## config.mk

```make
export PLATFORM = sky130hd
export DESIGN_NAME = sql_token_scanner_top
export DESIGN_NICKNAME = d
export VERILOG_FILES = /design/src/rtl/core/sts_pkg.sv /design/src/rtl/core/sts_front.sv /design/src/rtl/core/sts_queue.sv /design/src/rtl/core/sts_back.sv /design/src/rtl/core/sql_token_scanner_top.sv
export VERILOG_INCLUDE_DIRS = /design/src /design/src/rtl/core
export SDC_FILE = /design/constraint.sdc
export NUM_CORES = 1
export LEC_CHECK = 0
export ABC_AREA = 1
export BUFFER_PORTS_ARGS = -buffer_cell sky130_fd_sc_hd__buf_2
export CAP_MARGIN = 20
export CORE_MARGIN = 8
export CORE_UTILIZATION = 40
export CTS_BUF_LIST = sky130_fd_sc_hd__clkbuf_16
export DETAILED_ROUTE_END_ITERATION = 8
export GPL_ROUTABILITY_DRIVEN = 1
export PLACE_DENSITY = 0.59
export SYNTH_ARGS = -nofsm -noshare
export SYNTH_HDL_FRONTEND = slang
export SYNTH_SLANG_ARGS = --single-unit
```

## constraint.sdc

```tcl
create_clock -name i_clk -period 7.5 [get_ports i_clk]
set_input_delay 1.5 -clock i_clk [delete_from_list [all_inputs] [get_ports i_clk]]
set_output_delay 1.5 -clock i_clk [all_outputs]
set_load 0.05 [all_outputs]
```

## src/rtl/core/assert_macros.svh

```systemverilog
// assertion macros used by the top-level rtl file
`ifndef ASSERT_MACROS_SVH
`define ASSERT_MACROS_SVH

// clocked assertion, disabled while reset is held
`define STS_ASSERT(lbl, clk, rst_n, prop, msg) \
    lbl: assert property (@(posedge clk) disable iff (!rst_n) prop) else $error(msg);

// clocked assertion, also checked during reset
`define STS_ASSERT_ALWAYS(lbl, clk, prop, msg) \
    lbl: assert property (@(posedge clk) prop) else $error(msg);

`endif

```

## src/rtl/core/sts_pkg.sv

```systemverilog
// shared types, constants and lookup functions of the sql token scanner
`timescale 1ns / 1ps

package sts_pkg;

    // defaults
    localparam int ValueMaxDefault = 63;
    localparam int QueueDepth      = 4;
    localparam int QueuePtrW       = $clog2(QueueDepth);

    // record kinds
    localparam logic [1:0] RkValue   = 2'd0;
    localparam logic [1:0] RkToken   = 2'd1;
    localparam logic [1:0] RkBadChar = 2'd2;
    localparam logic [1:0] RkOpenStr = 2'd3;

    // token kinds
    localparam logic [4:0] TkEof     = 5'd0;
    localparam logic [4:0] TkIdent   = 5'd9;
    localparam logic [4:0] TkInt     = 5'd10;
    localparam logic [4:0] TkStr     = 5'd11;
    localparam logic [4:0] TkSymBase = 5'd12;

    // character codes
    localparam logic [7:0] ChNul   = 8'h00;
    localparam logic [7:0] ChNl    = 8'h0A;
    localparam logic [7:0] ChQuote = 8'h27;
    localparam logic [7:0] ChUnder = 8'h5F;

    localparam logic [15:0] LineMax = 16'hFFFF;

    // one output record without its line
    typedef struct packed {
        logic [1:0] rk;
        logic [4:0] tk;
        logic [7:0] vb;
        logic [5:0] len;
    } t_rec;

    // all records caused by one input byte
    typedef struct packed {
        logic [1:0]      cnt;
        logic [15:0]     line;
        t_rec [2:0]      recs;
    } t_bundle;

    // keyword text, character i in bits [8*i+7:8*i]
    function automatic logic [63:0] kw_word(input logic [2:0] k);
        logic [63:0] w;
        case (k)
            3'd0:    w = {16'h0, "TCELES"};
            3'd1:    w = {16'h0, "TRESNI"};
            3'd2:    w = {32'h0, "OTNI"};
            3'd3:    w = {32'h0, "MORF"};
            3'd4:    w = {24'h0, "EREHW"};
            3'd5:    w = {16'h0, "SEULAV"};
            3'd6:    w = {8'h0, "NEEWTEB"};
            default: w = {40'h0, "DNA"};
        endcase
        return w;
    endfunction

    function automatic logic [2:0] kw_len(input logic [2:0] k);
        logic [2:0] l;
        case (k)
            3'd0:    l = 3'd6;
            3'd1:    l = 3'd6;
            3'd2:    l = 3'd4;
            3'd3:    l = 3'd4;
            3'd4:    l = 3'd5;
            3'd5:    l = 3'd6;
            3'd6:    l = 3'd7;
            default: l = 3'd3;
        endcase
        return l;
    endfunction

    // drop keywords that are too short for pos or whose character at pos differs from the upper-case byte
    function automatic logic [7:0] kw_match(input logic [7:0] mask, input logic [5:0] pos,
                                            input logic [7:0] up);
        logic [7:0]  m;
        logic [63:0] w;
        m = mask;
        for (int k = 0; k < 8; k++) begin
            w = kw_word(3'(k));
            if (pos >= {3'b000, kw_len(3'(k))} || w[8*pos[2:0] +: 8] != up) begin
                m[k] = 1'b0;
            end
        end
        return m;
    endfunction

    // first keyword still matching at full length, else identifier
    function automatic logic [4:0] word_kind(input logic [7:0] mask, input logic [5:0] cnt);
        logic [4:0] kind;
        kind = TkIdent;
        for (int k = 7; k >= 0; k--) begin
            if (mask[k] && cnt == {3'b000, kw_len(3'(k))}) begin
                kind = 5'(k + 1);
            end
        end
        return kind;
    endfunction

    // symbol lookup: bit 3 hit, bits 2:0 symbol index
    function automatic logic [3:0] sym_index(input logic [7:0] b);
        logic [3:0] r;
        case (b)
            8'h2A:   r = 4'b1000;
            8'h2C:   r = 4'b1001;
            8'h28:   r = 4'b1010;
            8'h29:   r = 4'b1011;
            8'h3D:   r = 4'b1100;
            8'h3B:   r = 4'b1101;
            default: r = 4'b0000;
        endcase
        return r;
    endfunction

endpackage

```

## src/rtl/core/sts_front.sv

```systemverilog
// front end: takes text bytes, runs the lexer state and builds record bundles
`timescale 1ns / 1ps

module sts_front #(
    parameter int VALUE_MAX = sts_pkg::ValueMaxDefault
) (
    input  logic             i_clk,
    input  logic             i_rst_n,
    input  logic             i_valid,
    output logic             o_ready,
    input  logic [7:0]       i_byte,
    input  logic             i_full,
    output logic             o_push,
    output sts_pkg::t_bundle o_bundle
);
    import sts_pkg::*;

    localparam int StoreLim = (VALUE_MAX < 63) ? VALUE_MAX : 63;
    localparam logic [5:0] StoreLimC = 6'(StoreLim);

    typedef enum logic [2:0] {
        MODE_IDLE,
        MODE_WORD,
        MODE_NUM,
        MODE_STR,
        MODE_SKIP
    } t_mode;

    t_mode       r_mode, n_mode;
    logic [15:0] r_line, n_line;
    logic [5:0]  r_count, n_count;
    logic [7:0]  r_mask, n_mask;

    logic        w_accept;
    logic [7:0]  w_up;
    logic        w_alpha, w_digit, w_word, w_space;
    logic [3:0]  w_sym;
    t_rec [2:0]  w_recs;
    logic [1:0]  w_cnt;

    assign o_ready  = !i_full;
    assign w_accept = i_valid && o_ready;

    // byte classes
    assign w_alpha = (i_byte >= "A" && i_byte <= "Z") || (i_byte >= "a" && i_byte <= "z");
    assign w_digit = i_byte >= "0" && i_byte <= "9";
    assign w_word  = w_alpha || w_digit || i_byte == ChUnder;
    assign w_space = i_byte == " " || (i_byte >= 8'd9 && i_byte <= 8'd13);
    assign w_up    = (i_byte >= "a" && i_byte <= "z") ? i_byte - 8'd32 : i_byte;
    assign w_sym   = sym_index(i_byte);

    // next state and records for this byte
    always_comb begin
        logic       do_idle;
        logic [1:0] idx;
        do_idle = 1'b0;
        idx     = 2'd0;
        w_recs  = '0;
        n_mode  = r_mode;
        n_line  = r_line;
        n_count = r_count;
        n_mask  = r_mask;

        case (r_mode)
            MODE_SKIP: begin
                if (i_byte == ChNul) begin
                    n_mode  = MODE_IDLE;
                    n_line  = 16'd1;
                    n_count = '0;
                    n_mask  = '0;
                end
            end
            MODE_STR: begin
                if (i_byte == ChNul) begin
                    w_recs[idx] = '{RkOpenStr, TkEof, 8'h00, 6'd0};
                    idx = idx + 2'd1;
                    n_mode  = MODE_IDLE;
                    n_line  = 16'd1;
                    n_count = '0;
                    n_mask  = '0;
                end else if (i_byte == ChQuote) begin
                    w_recs[idx] = '{RkToken, TkStr, 8'h00, r_count};
                    idx = idx + 2'd1;
                    n_mode = MODE_IDLE;
                end else if (r_count < StoreLimC) begin
                    w_recs[idx] = '{RkValue, TkEof, i_byte, 6'd0};
                    idx = idx + 2'd1;
                    n_count = r_count + 6'd1;
                end
            end
            MODE_WORD: begin
                if (w_word) begin
                    n_mask = kw_match(r_mask, r_count, w_up);
                    if (r_count < StoreLimC) begin
                        w_recs[idx] = '{RkValue, TkEof, i_byte, 6'd0};
                        idx = idx + 2'd1;
                        n_count = r_count + 6'd1;
                    end
                end else begin
                    w_recs[idx] = '{RkToken, word_kind(r_mask, r_count), 8'h00, r_count};
                    idx = idx + 2'd1;
                    do_idle = 1'b1;
                end
            end
            MODE_NUM: begin
                if (w_digit) begin
                    if (r_count < StoreLimC) begin
                        w_recs[idx] = '{RkValue, TkEof, i_byte, 6'd0};
                        idx = idx + 2'd1;
                        n_count = r_count + 6'd1;
                    end
                end else begin
                    w_recs[idx] = '{RkToken, TkInt, 8'h00, r_count};
                    idx = idx + 2'd1;
                    do_idle = 1'b1;
                end
            end
            default: begin
                do_idle = 1'b1;
            end
        endcase

        // handling between tokens, also after a delimiting byte
        if (do_idle) begin
            n_mode  = MODE_IDLE;
            n_count = '0;
            n_mask  = '0;
            if (i_byte == ChNul) begin
                w_recs[idx] = '{RkToken, TkEof, 8'h00, 6'd0};
                idx = idx + 2'd1;
                n_line = 16'd1;
            end else if (w_space) begin
                if (i_byte == ChNl && r_line != LineMax) begin
                    n_line = r_line + 16'd1;
                end
            end else if (w_alpha || i_byte == ChUnder) begin
                n_mode  = MODE_WORD;
                n_mask  = kw_match(8'hFF, 6'd0, w_up);
                n_count = 6'd1;
                w_recs[idx] = '{RkValue, TkEof, i_byte, 6'd0};
                idx = idx + 2'd1;
            end else if (w_digit) begin
                n_mode  = MODE_NUM;
                n_count = 6'd1;
                w_recs[idx] = '{RkValue, TkEof, i_byte, 6'd0};
                idx = idx + 2'd1;
            end else if (i_byte == ChQuote) begin
                n_mode = MODE_STR;
            end else if (w_sym[3]) begin
                w_recs[idx] = '{RkValue, TkEof, i_byte, 6'd0};
                idx = idx + 2'd1;
                w_recs[idx] = '{RkToken, TkSymBase + {2'b00, w_sym[2:0]}, 8'h00, 6'd1};
                idx = idx + 2'd1;
            end else begin
                w_recs[idx] = '{RkBadChar, TkEof, i_byte, 6'd0};
                idx = idx + 2'd1;
                n_mode = MODE_SKIP;
            end
        end
        w_cnt = idx;
    end

    // bundle to the queue, all records share the line of this byte
    assign o_push        = w_accept && w_cnt != 2'd0;
    assign o_bundle.cnt  = w_cnt;
    assign o_bundle.line = r_line;
    assign o_bundle.recs = w_recs;

    // lexer state
    always_ff @(posedge i_clk) begin
        if (!i_rst_n) begin
            r_mode  <= MODE_IDLE;
            r_line  <= 16'd1;
            r_count <= '0;
            r_mask  <= '0;
        end else if (w_accept) begin
            r_mode  <= n_mode;
            r_line  <= n_line;
            r_count <= n_count;
            r_mask  <= n_mask;
        end
    end

endmodule

```

## src/rtl/core/sts_queue.sv

```systemverilog
// short queue of record bundles between front and back end
`timescale 1ns / 1ps

module sts_queue (
    input  logic             i_clk,
    input  logic             i_rst_n,
    input  logic             i_push,
    input  sts_pkg::t_bundle i_bundle,
    output logic             o_full,
    input  logic             i_pop,
    output logic             o_empty,
    output sts_pkg::t_bundle o_head
);
    import sts_pkg::*;

    t_bundle              r_mem [QueueDepth];
    logic [QueuePtrW-1:0] r_wr, r_rd;
    logic [QueuePtrW:0]   r_level;

    assign o_full  = r_level == (QueuePtrW + 1)'(QueueDepth);
    assign o_empty = r_level == '0;
    assign o_head  = r_mem[r_rd];

    // entry storage
    always_ff @(posedge i_clk) begin
        if (i_push) begin
            r_mem[r_wr] <= i_bundle;
        end
    end

    // pointers and fill level
    always_ff @(posedge i_clk) begin
        if (!i_rst_n) begin
            r_wr    <= '0;
            r_rd    <= '0;
            r_level <= '0;
        end else begin
            if (i_push) begin
                r_wr <= r_wr + QueuePtrW'(1);
            end
            if (i_pop) begin
                r_rd <= r_rd + QueuePtrW'(1);
            end
            if (i_push && !i_pop) begin
                r_level <= r_level + (QueuePtrW + 1)'(1);
            end else if (!i_push && i_pop) begin
                r_level <= r_level - (QueuePtrW + 1)'(1);
            end
        end
    end

endmodule

```

## src/rtl/core/sts_back.sv

```systemverilog
// back end: unpacks one bundle at a time into single output records
`timescale 1ns / 1ps

module sts_back (
    input  logic             i_clk,
    input  logic             i_rst_n,
    input  logic             i_empty,
    input  sts_pkg::t_bundle i_head,
    output logic             o_pop,
    output logic             o_valid,
    input  logic             i_ready,
    output sts_pkg::t_rec    o_rec,
    output logic [15:0]      o_line,
    output logic             o_last
);
    import sts_pkg::*;

    t_bundle    r_bun;
    logic [1:0] r_idx;
    logic       r_have;
    logic       w_xfer;

    assign o_valid = r_have;
    assign o_rec   = r_bun.recs[r_idx];
    assign o_line  = r_bun.line;
    assign o_last  = r_idx == 2'(r_bun.cnt - 2'd1);
    assign w_xfer  = r_have && i_ready;

    // take the next bundle when none is held or the held one finishes
    assign o_pop = !i_empty && (!r_have || (w_xfer && o_last));

    always_ff @(posedge i_clk) begin
        if (o_pop) begin
            r_bun <= i_head;
        end
    end

    // record index and hold flag
    always_ff @(posedge i_clk) begin
        if (!i_rst_n) begin
            r_have <= 1'b0;
            r_idx  <= '0;
        end else if (o_pop) begin
            r_have <= 1'b1;
            r_idx  <= '0;
        end else if (w_xfer) begin
            if (o_last) begin
                r_have <= 1'b0;
                r_idx  <= '0;
            end else begin
                r_idx <= r_idx + 2'd1;
            end
        end
    end

endmodule

```

## src/rtl/core/sql_token_scanner_top.sv

```systemverilog
// Byte-serial SQL lexer. One text byte is taken per clock while the record queue has room;
// each byte yields zero to three records (value-byte echo, token complete, error), which
// the back end sends one per cycle while the output is ready, the record kind on tuser
// and the last record of a byte flagged by tlast. The sustained input rate is one byte
// per cycle as long as bytes average at most one record each and the output is ready;
// the output serializer, one record per cycle, sets the limit otherwise, and a four-bundle
// queue absorbs bursts such as a symbol after an identifier. A record passes through the
// queue and the back-end bundle register before it reaches the output. A zero byte ends
// the statement and resets the line counter; after an error the rest of the statement is
// dropped without records.
`timescale 1ns / 1ps
`include "assert_macros.svh"

module sql_token_scanner_top #(
    parameter int VALUE_MAX = sts_pkg::ValueMaxDefault
) (
    input  logic        i_clk,
    input  logic        i_rst_n,
    input  logic        s_axis_tvalid,
    output logic        s_axis_tready,
    input  logic [7:0]  s_axis_tdata,   // [7:0] text_byte
    output logic        m_axis_tvalid,
    input  logic        m_axis_tready,
    output logic [39:0] m_axis_tdata,   // [4:0] token_kind, [12:5] value_byte,
                                        // [18:13] value_length, [34:19] line_number,
                                        // [39:35] zero
    output logic [1:0]  m_axis_tuser,   // [1:0] record_kind
    output logic        m_axis_tlast    // last_of_run
);
    import sts_pkg::*;

    logic        w_push, w_full, w_pop, w_empty;
    t_bundle     w_in_bundle, w_head;
    t_rec        w_rec;
    logic [15:0] w_line;

    sts_front #(
        .VALUE_MAX (VALUE_MAX)
    ) u_front (
        .i_clk    (i_clk),
        .i_rst_n  (i_rst_n),
        .i_valid  (s_axis_tvalid),
        .o_ready  (s_axis_tready),
        .i_byte   (s_axis_tdata),
        .i_full   (w_full),
        .o_push   (w_push),
        .o_bundle (w_in_bundle)
    );

    sts_queue u_queue (
        .i_clk    (i_clk),
        .i_rst_n  (i_rst_n),
        .i_push   (w_push),
        .i_bundle (w_in_bundle),
        .o_full   (w_full),
        .i_pop    (w_pop),
        .o_empty  (w_empty),
        .o_head   (w_head)
    );

    sts_back u_back (
        .i_clk   (i_clk),
        .i_rst_n (i_rst_n),
        .i_empty (w_empty),
        .i_head  (w_head),
        .o_pop   (w_pop),
        .o_valid (m_axis_tvalid),
        .i_ready (m_axis_tready),
        .o_rec   (w_rec),
        .o_line  (w_line),
        .o_last  (m_axis_tlast)
    );

    // output record packing
    assign m_axis_tdata = {5'b00000, w_line, w_rec.len, w_rec.vb, w_rec.tk};
    assign m_axis_tuser = w_rec.rk;

    // no write into a full queue, no read from an empty one
    `STS_ASSERT(a_push_not_full, i_clk, i_rst_n, w_push |-> !w_full, "push into full queue")
    `STS_ASSERT(a_pop_not_empty, i_clk, i_rst_n, w_pop |-> !w_empty, "pop from empty queue")
    // an idle back end picks up a waiting bundle in the next cycle
    `STS_ASSERT(a_back_picks_up, i_clk, i_rst_n, (!m_axis_tvalid && !w_empty) |=> m_axis_tvalid, "bundle not taken")

endmodule
```

After elaboration in Yosys (flattened, before gate mapping)
Memories as Yosys holds them, arrays and structs flattened. A register that Yosys moved wholly into a read port is not among the register bits.
Cells that the tools add are included.
- register bits: 43
- memory bits (writable): 324
- bits of input ports: 12
- memories: 1
- add/subtract/negate cells: 12
- $lt $le $gt $ge: 24
- equality and inequality tests: 52
- shift operators: 8
- multiplexer cells: 196
- bitwise gates (word level): 4
- reduce and logical (&&, ||, !) cells: 71
- memory list (memory ; words ; bits a word ; read ports ; clocked after memory_dff ; wr ports ; RTL line ; text):
    u_queue.r_mem ; 4 ; 81 ; 1 ; 1 ; 1 ; sts_queue.sv:16 ; t_bundle r_mem [QueueDepth];
- operators with widths (operator ; number):
    2-to-1 mux 64 bit ; 16
    variable part select 64 x 7 -> 8 bit ; 8
    2-to-1 mux 63 bit ; 7
    2-to-1 mux 8 bit ; 39
    bitwise mux 63 bit ; 3
    2-to-1 mux 3 bit ; 52
    inequality test 8 bit ; 16
    2-to-1 mux 21 bit ; 6
    2-to-1 mux 16 bit ; 6
    demux 21 bit (select 2 bit) ; 2
    == test 8 x 6 -> 1 bit (second input constant) ; 8
    one-hot mux 21 bit (3 select lines) ; 1
    AND 20 x 60 -> 60 bit ; 1
    2-to-1 mux 6 bit ; 10
    inverter 60 bit ; 1
    binary-select mux 21 bit (select 2 bit) ; 1
    AND reduction 5 bit ; 8
    inequality test 3 x 1 -> 1 bit (second input constant) ; 12
    == test 6 x 3 -> 1 bit ; 5
    greater-or-equal comparator 6 x 3 -> 1 bit ; 5
    2-to-1 mux 4 bit ; 7
    2-to-1 mux 1 bit ; 27
    one-hot mux 4 bit (6 select lines) ; 1
    one-hot mux 6 bit (4 select lines) ; 1
    48 further kinds ; 124

Depth between registers and ports, before layout
Gate-level depths: netlist of the first run.
- word-level depth: 28
- mapped depth: 28

By module
A second synthesis of the first run with hierarchy kept.
- cell total of the unflattened synthesis: 1818
- area, all modules: 20019.2 µm²
- by module, submodules not included (module ; times used ; cells an instance ; area an instance (µm²)):
    sts_queue ; 1 ; 841 ; 12527.0
    sts_front ; 1 ; 747 ; 4244.1
    sts_back ; 1 ; 224 ; 3206.8
    sql_token_scanner_top ; 1 ; 6 ; 41.3

Worst setup path after synthesis of the first run
Ideal clock, no wire load.
- path kind: input to register
- start point: in s_axis_tdata[0]
- end point: mem u_queue.r_mem[0][0] (netlist bit), enable pin
- setup time: 0.474 ns
- data arrival time: 5.922 ns
- data required time: 7.026 ns
- slack: 1.104 ns
- stages: 18
- path buffers: 2
- path through: buf_2 > inv_2 > clkbuf_1 > nor2_1 > nand4_1 > nand2_1 > nor3_1 > inv_1 > ha_1 > nand4_1 > nand2_1 > nand2_1 > nand2_1 > nand2_1 > nand2_1 > nand2_2 > nand2_2 > nor2_1
- cells in the longest elaborated chain, start to end: 20
- RTL lines (element ; RTL line ; text):
    start: declaration ; sql_token_scanner_top.sv:21 ; input logic [7:0] s_axis_tdata,
    greater-or-equal comparator 8 x 7 -> 1 bit or less-or-equal comparator 8 x 7 -> 1 bit (tied branches) ; sts_front.sv:45 ; assign w_alpha = (i_byte >= "A" && i_byte <= "Z") || (i_byte >= "a" && i_byte <= "z");
    logical AND 1 bit ; sts_front.sv:45 ;
    logical OR 1 bit ; sts_front.sv:45 ;
    logical OR 1 bit (2 in a row) ; sts_front.sv:47 ; assign w_word = w_alpha || w_digit || i_byte == ChUnder;
    2-to-1 mux 2 bit ; sts_front.sv:92 ; if (w_word) begin
    one-hot mux 2 bit (3 select lines) ; sts_front.sv:64 ; case (r_mode)
    adder 2 x 1 -> 2 bit ; - ;
    adder 2 x 1 -> 2 bit ; sts_front.sv:153 ; idx = idx + 2'd1;
    [3 not listed] ; - ;
    2-to-1 mux 2 bit ; sts_front.sv:136 ; end else if (w_alpha || i_byte == ChUnder) begin
    2-to-1 mux 2 bit ; sts_front.sv:132 ; end else if (w_space) begin
    2-to-1 mux 2 bit ; sts_front.sv:128 ; if (i_byte == ChNul) begin
    2-to-1 mux 2 bit * ; sts_front.sv:124 ; if (do_idle) begin
    nonzero test 2 bit * ; sts_front.sv:164 ; assign o_push = w_accept && w_cnt != 2'd0;
    logical AND 1 bit * ; sts_front.sv:164 ;
    2-to-1 mux 1 bit * ; sts_queue.sv:26 ; if (i_push) begin
    2-to-1 mux 1 bit (not written as such) * ; sts_queue.sv:27 ; r_mem[r_wr] <= i_bundle;
    end: declaration ; sts_queue.sv:16 ;
Every way passes the cells marked *; elsewhere a longest branch is shown, timed or not.

Final worst setup path of the first run
- start point: in s_axis_tdata[2]
- end point: mem u_queue.r_mem[1][27] (netlist bit), enable pin
The elaborated chain is that of the path after synthesis.

==> impl_metrics.ini, run 1 <==
[sta]
finalSetupTns_ps = 0
hold_slack_ps = 466.7
fmax_ghz = 0.1912
slew_headroom_pct = 35.55
slew_violations = 0
worst_pin_slew_ps = 954.2
fin_crit_sh_pct = 69.73
period_needed_ps = 5230
rsz0062_at_grt = no
hold_viol = 0
worst_slack_ps = 2270
skew_ps = 22.57
setup_violations = 0

[synth]
async_flop_share_pct = 0
syn_inst = 1466
ys_top_cells_by_count = edfxtp_1 (290), nor2_1 (226), nand2_1 (194)
ys_ff_latch = 333
synth_top_area_share_pct = 57.46
synth_edf_count = 290
yosys_warnings = 0
syn_avg_cell_area_um2 = 10.34
synth.most_common_cell = edfxtp_1
synth_top_flop_cell = edfxtp_1
netlist_area_um2 = 15160
ys_seq_area_share_pct = 63.14
ys_types = 49
synth_top_area_cell = edfxtp_1
synthTopCellsByArea = edfxtp_1 (57%), dfxtp_1 (5.7%), nor2_1 (5.6%)

[worst_setup_path]
crit_type = input port to flip-flop
rr_worst_depth = 19
cp-start-kind = input port
cp.arrival_ps = 5410
crit_path_end_kind = flip-flop
required_ps = 7680
path_max_fanout = 26

[run_status]
status = completed

[power]
power_density_nw_per_um2 = 410.8
vdd_drop_max_uv = 198.6
power.leakage_nw = 6.176

[routing]
route.final.wire_length_mm = 37.74
drtAntennaViolNets = 0
drt_iter0_drc = 855
route.detailed.drc = 0
wl_per_cell_um = 18.66
dr.pass1.iters = 5
avgViaCountPerCell = 5.297
vias = 10720

[global_route]
grt_max_degree = 118
grt_pass1_wl_mm = 59.18
grtUsageTotal_pct = 16.83
grt_antenna_before_repair = 0
grt_pass1_vias = 10350
grt.overflow.total = 0

[cells_and_area]
fin_nets = 1525
area_growth_pct = 11.54
antennaDiodeCount = 0
n_fill_cell = 3551
layout-drive-gt1-share_pct = 9.921

[floorplan]
die_area_um2 = 44370
boundaryPins = 57
die_y_um = 210.7
start_util_pct = 40.43
die_w_um = 210.7
row_count = 71
core_area_um2 = 37490

[clock_network]
post-cts-setup-buffers = 0
ctsResizeCount = 0
cts_tree = yes
cts_num_sinks = 333
clock_path_buffers = 3
cts-root-buf = clkbuf_16
cts-buffers-inserted = 36
hold_buffers = 0
cts.reportedPaths.clkPinSlew_ps = 60
cts_htree_levels = 2
clock_latency_ps = 510

[placement]
io_buffers = 51
dpl_worst_slack_ps = 1751
dp_hpwl_mm = 24.61
place.gp.congestion = 0.8771

[worst_hold_path]
hp-class = flip-flop to flip-flop
whs_path_depth = 2

[run]
cap_violations = 0
-- area by class of cell --
cell class                 instances  area, um^2  area share [%]
multi-input combinational        934        4745           28.07
inverter                         120       452.9           2.679
clock buffer                      37       925.9           5.477
clock inverter                    22       180.2           1.066
timing repair buffer              66       387.9           2.294
sequential                       333        9574           56.64
tap                              511       639.4           3.782
-- path summary, 6_finish.rpt --
kind / from / slack, ps / end
worst max register to register: u_front.r_count[0] / 2960 / u_queue.r_mem[1][27]
worst min-delay path: u_front.r_mask[1] / 470 / u_front.r_mask[1]
worst max-delay path: s_axis_tdata[2] / 2270 / u_queue.r_mem[1][27]
worst min register to register: u_front.r_mask[1] / 470 / u_front.r_mask[1]
-- placed cells by master, fill, tap and decap left out, types with 8 or more instances in the layout --
master	instances
inv_1	115
inv_2	10
nor4_1	8
nand2_1	194
edfxtp_1	290
nand4_1	15
a22o_1	11
ha_1	21
nand3_1	37
o22ai_1	67
a21oi_1	73
nor3_1	30
dfxtp_1	41
xor2_1	21
o21ai_1	8
clkbuf_16	37
o21ai_0	162
buf_2	51
nor2_1	221
buf_4	14
-- routing by layer --
metal / global-route usage, % / vias to the layer above / routed length, um
li1: - / 5176 / -
met1: 23.34 / 5204 / 17350
met2: 27.54 / 284 / 17590
met3: 2.300 / 51 / 2067
met4: 4.440 / 0 / 740
met5: 0 / - / 0
-- report_power, final --
group / internal (W) / switching (W) / leakage, nW
clock network: 0.000992 / 0.000681 / 0.566
registers: 0.00269 / 0.000163 / 3.11
logic: 0.000569 / 0.00184 / 2.50
-- worst max-delay path, stage by stage --
cell and delay [ps]:
buf_2 180, inv_1 440, nand2_1 210, nor2_2 170, a21oi_1 100, a21oi_1 180, nand4_2 200, nand3_2 260
inv_1 160, ha_1 230, o21ai_0 150, nand2_1 70, nand2_1 60, nand2_1 70, nand2_2 120, nand2_2 160
nor2_4 700, buf_4 410
-- logic make-up (layout without fill, tap and decap cells) --
| kind of cell | after synthesis | in the layout | share of synthesized area, % |
|---|---|---|---|
| fa+ha+maj | 22 | 22 | 1.866 |
| other cells | 1 | 5 | 0.02474 |
| simple gates | 536 | 536 | 14.95 |
| buf+inv | 203 | 245 | 5.903 |
| flops | 333 | 333 | 63.14 |
| compound gates | 346 | 346 | 12.67 |
| xor+xnor | 25 | 25 | 1.445 |
-- state kept, by name, summed over array words and instances (netlist names) --
signal / count
u_queue.r_level: 3
u_front.r_line: 16
u_back.r_idx: 2
u_back.o_valid: 1
u_queue.r_wr: 2
u_queue.r_mem: 232
u_front.r_count: 6
u_back.o_line: 16
u_back.r_bun: 42
u_front.r_mask: 8
u_queue.r_rd: 2
u_front.r_mode: 3
-- per-stage QoR --
stage	instances	power [W]	cell area, um^2	util, %
global route	2023	0.007333	16910	45.09
floorplan	1470	0.004669	15170	-
global placement	1963	0.005302	15770	42.07
detailed placement	1963	0.005325	15770	42.07
CTS	2022	0.007004	16880	45.02
finish	2023	0.006945	16910	45.09
Power figures use the tool's default switching activity.
==> inputs of run 2 (changes only) <==
==> constraint.sdc (replaced) <==
create_clock -name i_clk -period 4.82 [get_ports i_clk]
set_input_delay 0.964 -clock i_clk [delete_from_list [all_inputs] [get_ports i_clk]]
set_output_delay 0.964 -clock i_clk [all_outputs]
set_load 0.05 [all_outputs]
==> impl_metrics.ini, run 2 (same netlist as run 1, synthesis figures left out) <==
[floorplan]
start_util_pct = 40.43
die_w_um = 210.7
die_y_um = 210.7
boundaryPins = 57
die_area_um2 = 44370
row_count = 71
core_area_um2 = 37490

[clock_network]
hold_buffers = 0
cts_num_sinks = 333
cts-root-buf = clkbuf_16
post-cts-setup-buffers = 0
cts_htree_levels = 2
cts-buffers-inserted = 36
cts.reportedPaths.clkPinSlew_ps = 70
clock_path_buffers = 3
cts_tree = yes
clock_latency_ps = 520
ctsResizeCount = 0

[cells_and_area]
largest_register_ffs = 232
fin_util_pct = 45.42
fin_nets = 1536
n_fill_cell = 3549
area_growth_pct = 12.34
top_register = u_queue.r_mem
largestRegisters = u_queue.r_mem x232, u_back.r_bun x42
final_common_cell = edfxtp_1
final_area_um2 = 17030
final_cell_mix = edfxtp_1 (290), nor2_1 (220), nand2_1 (194)
layout-drive-gt1-share_pct = 10.62

[routing]
route.detailed.drc = 0
drtAntennaViolNets = 0
dr.pass1.iters = 5
avgViaCountPerCell = 5.298
wl_per_cell_um = 18.93
drt_iter0_drc = 688
route.final.wire_length_mm = 38.57
vias = 10790

[sta]
setup_violations = 0
period_needed_ps = 4081
slew_violations = 0
hold_viol = 0
rsz0062_at_grt = no
slew_headroom_pct = 36.17
fin_crit_sh_pct = 84.67
worst_slack_ps = 739.0
hold_slack_ps = 467.5
worst_pin_slew_ps = 947.5
skew_ps = 27.19
fmax_ghz = 0.2450

[worst_setup_path]
cpPeakStageDelay_ps = 460
cp.arrival_ps = 4480
path_max_fanout = 6
cp_slowest_cell = dfxtp_1
cp-start-kind = flip-flop
regToRegSetupSlack_ps = 740
required_ps = 5220
crit_type = flip-flop to flip-flop
crit_chain = ha_1 > nand2_1 > nor3_1 > nand2_1 > inv_1 > a21oi_1 > nor2_1 > nand3_2 > ha_1 > nand4_1 > nand2_1 > nand2_1 > nand2_1 > nand2_1 > nand2_1 > nand2_2 > nand2_2 > inv_1 > ha_1 > inv_1 > fa_1 > o21ai_0 > a21oi_1
cp_num_buf_inv = 3
crit_path_end_kind = flip-flop
cp_top_family = simple AND/OR/NAND/NOR gates
cpMostUsedCell = nand2_1

[global_route]
grtUsageTotal_pct = 17.27
grt.overflow.total = 0
grt_max_degree = 72
grt_pass1_wl_mm = 60.73
grt_pass1_vias = 10500
grt_antenna_before_repair = 1

[power]
power.leakage_nw = 6.241
power_density_nw_per_um2 = 634.7
vdd_drop_max_uv = 304.8
total_power_w = 0.01081

[placement]
dpl_worst_slack_ps = 308.1
io_buffers = 51
dp_hpwl_mm = 25.39
place.gp.congestion = 0.9112
placed_area_um2 = 15960

[worst_hold_path]
hp-class = flip-flop to flip-flop

[run_status]
status = completed

[run]
cap_violations = 0
==> run 2: changes by cell type in the layout (fill, tap and decap cells not counted), sizes merged <==
cell	previous run	this run
clkinvlp	1	0
buf	66	77
bufinv	3	1
diode	0	1
clkinv	11	13
inv	127	130
==> run 2: final cells by class <==
class	instances	area (um^2)	area share [%]
flip-flops and latches	333	9574	56.23
multi-input cells	934	4747	27.88
clock buffers	37	925.9	5.438
well taps	511	639.4	3.755
repair buffers	77	550.5	3.233
inverters	120	452.9	2.660
clock inverters	24	133.9	0.7863
diodes	1	2.502	0.01470
==> run 2: where the power goes <==
group	switching [W]	leakage, nW	internal, W
registers	0.000261	3.11	0.00419
clock network	0.00108	0.560	0.00144
logic	0.00288	2.57	0.000948
total	0.00423	6.24	0.00658
==> run 2: worst reg2reg max path: stages (launching register included) <==
cell,delay [ps]
dfxtp_1,460
ha_1,360
nand2_1,150
nor3_1,240
nand2_1,150
inv_1,200
a21oi_1,90
nor2_1,160
nand3_2,130
ha_1,300
nand4_1,80
nand2_1,90
nand2_1,50
nand2_1,60
nand2_1,50
nand2_1,90
nand2_2,90
nand2_2,210
inv_1,80
ha_1,200
inv_1,100
fa_1,420
o21ai_0,160
a21oi_1,60
==> run 2: worst paths after layout <==
kind / depth (start not counted) / to / from
worst min-delay path: 2 / u_front.r_mask[0] / u_front.r_mask[0]
worst max-delay path: 23 / u_queue.r_level[1] / u_front.r_count[1]
worst max register to register: 23 / u_queue.r_level[1] / u_front.r_count[1]
worst min register to register: 2 / u_front.r_mask[0] / u_front.r_mask[0]
==> run 2: through the flow <==
step           std cells  TNS (ps)
2_1_floorplan       1470    -20610
6_report            2037         0
4_1_cts             2036         0
5_1_grt             2037         0
3_5_place_dp        1975         0
3_3_place_gp        1975         0
==> run 2: metal layers <==
| layer | GRT usage [%] | vias to the layer above | share of wire (%) |
|---|---|---|---|
| li1 | - | 5199 | - |
| met1 | 23.57 | 5261 | 46 |
| met2 | 28.79 | 279 | 47 |
| met3 | 1.869 | 54 | 4.5 |
| met4 | 5.236 | 0 | 2.2 |
| met5 | 0 | - | 0 |
==> inputs of run 3 (changes only) <==
==> constraint.sdc (replaced) <==
create_clock -name i_clk -period 3.8 [get_ports i_clk]
set_input_delay 0.76 -clock i_clk [delete_from_list [all_inputs] [get_ports i_clk]]
set_output_delay 0.76 -clock i_clk [all_outputs]
set_load 0.05 [all_outputs]
==> impl_metrics.ini, run 3 (same netlist as run 1, synthesis figures left out) <==
[routing]
avgViaCountPerCell = 5.274
route.final.wire_length_mm = 37.95
wl_met2_mm = 17.37
dr.pass1.iters = 5
route.detailed.drc = 0
drtAntennaViolNets = 0
wl_met1_mm = 17.03
wl_per_cell_um = 18.31
dr_wl_met3_mm = 2.379
top_layer = met4
vias = 10930
drt_iter0_drc = 956

[placement]
placed_area_um2 = 16290
io_buffers = 51
dp_hpwl_mm = 24.68
place.gp.congestion = 0.8862

[sta]
period_needed_ps = 3407
rsz0062_at_grt = no
fmax_ghz = 0.2935
skew_ps = 21.25
setup_violations = 0
fin_crit_sh_pct = 89.66
hold_viol = 0
hold_slack_ps = 462.8
slew_violations = 0
finalSetupTns_ps = 0
worst_pin_slew_ps = 909.1
slew_headroom_pct = 39.39

[cells_and_area]
final_common_cell = edfxtp_1
final_area_um2 = 17430
fin_nets = 1569
layout-drive-gt1-share_pct = 13.90
area_growth_pct = 15.03
final_cell_mix = edfxtp_1 (290), nor2_1 (217), nand2_1 (191)
largestRegisters = u_queue.r_mem x232, u_back.r_bun x42
largest_register_ffs = 232
top_register = u_queue.r_mem

[worst_setup_path]
required_ps = 4240
crit_type = flip-flop to flip-flop
crit_path_end_kind = flip-flop
cp.arrival_ps = 3850
cp-start-kind = flip-flop
path_max_fanout = 6

[global_route]
grt.overflow.total = 0
grt_antenna_before_repair = 1
grtUsageTotal_pct = 16.83
grt_pass1_vias = 10510
grt_pass1_wl_mm = 59.22
grt_max_degree = 103

[clock_network]
cts-root-buf = clkbuf_16
cts-buffers-inserted = 34
clock_latency_ps = 530
cts_num_sinks = 333
cts_tree = yes
post-cts-setup-buffers = 0
clock_path_buffers = 3
cts_htree_levels = 2
cts.reportedPaths.clkPinSlew_ps = 60

[floorplan]
row_count = 71
core_area_um2 = 37490
boundaryPins = 57
die_y_um = 210.7
die_w_um = 210.7
die_area_um2 = 44370
start_util_pct = 40.43

[run]
cap_violations = 0

[power]
pwr-share-seq_pct = 40.2
power_density_nw_per_um2 = 806.4
intPower_w = 0.008627
pwr-share-clk_pct = 23.9
total_power_w = 0.01406
vdd_drop_max_uv = 456.6
power_frac_comb_pct = 35.9
power.leakage_nw = 6.409
p_switching_w = 0.005430
netSwitchingFraction_pct = 38.63

[worst_hold_path]
hp-class = flip-flop to flip-flop

[run_status]
status = completed
## run 3: cell types whose count changed in the layout (fill, tap and decap cells not counted), sizes merged
cell and change:
clkbuf -3, clkinv +3, bufinv +4, buf +35
clkinvlp +2, inv -5
## run 3: final cells by class
type / instances / area, um^2
flip-flops and latches: 333 / 9574
diodes: 1 / 2.502
fillers: 3515 / 20060
inverters: 120 / 457.9
clock buffers: 34 / 850.8
multi-input cells: 934 / 4851
clock inverters: 28 / 281.5
repair buffers: 112 / 775.7
well taps: 511 / 639.4
## run 3: worst paths after layout
path,depth (start not counted),slack [ps],startpoint,endpoint
min reg2reg,2,460,u_front.r_mask[2],u_front.r_mask[2]
max,26,390,u_front.r_count[1],u_queue.r_level[2]
max reg2reg,26,390,u_front.r_count[1],u_queue.r_level[2]
min,2,460,u_front.r_mask[2],u_front.r_mask[2]
## run 3: timing repair
action	CTS	global route
endpoints found under the setup margin	0	2
gates resized for setup	0	4
hold buffers	0	0
## run 3: stage by stage
stage	setup slack, ps	std cells	util [%]
floorplan	3.305	1470	-
global placement	78.38	2010	43.46
detailed placement	16.69	2010	43.46
CTS	186.2	2072	46.48
global route	13.70	2073	46.50
finish	392.7	2073	46.50
## run 3: critical path, stage by stage (launching register included)
cell and delay, ps:
dfxtp_2 380, ha_1 180, nand2_1 120, nor3_2 150
nand2_1 140, inv_2 130, a21oi_1 70, nor2_2 180
nand3_4 120, ha_4 230, nand4_1 80, nand2_1 50
nand2_1 50, nand2_1 60, nand2_1 60, nand2_1 80
nand2_2 140, nand2_4 60, inv_1 60, ha_1 130
inv_1 70, fa_1 390, nor2_1 110, nor2_1 40
nand2_1 70, o21ai_0 70, a21oi_1 130
## run 3: metal layers
layer | track usage (%) | up-vias
met3 | 2.982 | 64
met5 | 0 | -
li1 | - | 5281
met1 | 22.79 | 5268
met2 | 27.01 | 321
met4 | 5.864 | 0
## run 3: power groups by stage
stage	combinational (W)	clock, W	sequential [W]
5_1_grt	0.00554	0.00356	0.00573
4_1_cts	0.00510	0.00343	0.00565
3_3_place_gp	0.00504	0	0.00571
3_5_place_dp	0.00509	0	0.00572
6_report	0.00505	0.00336	0.00565
2_1_floorplan	0.00367	0	0.00558
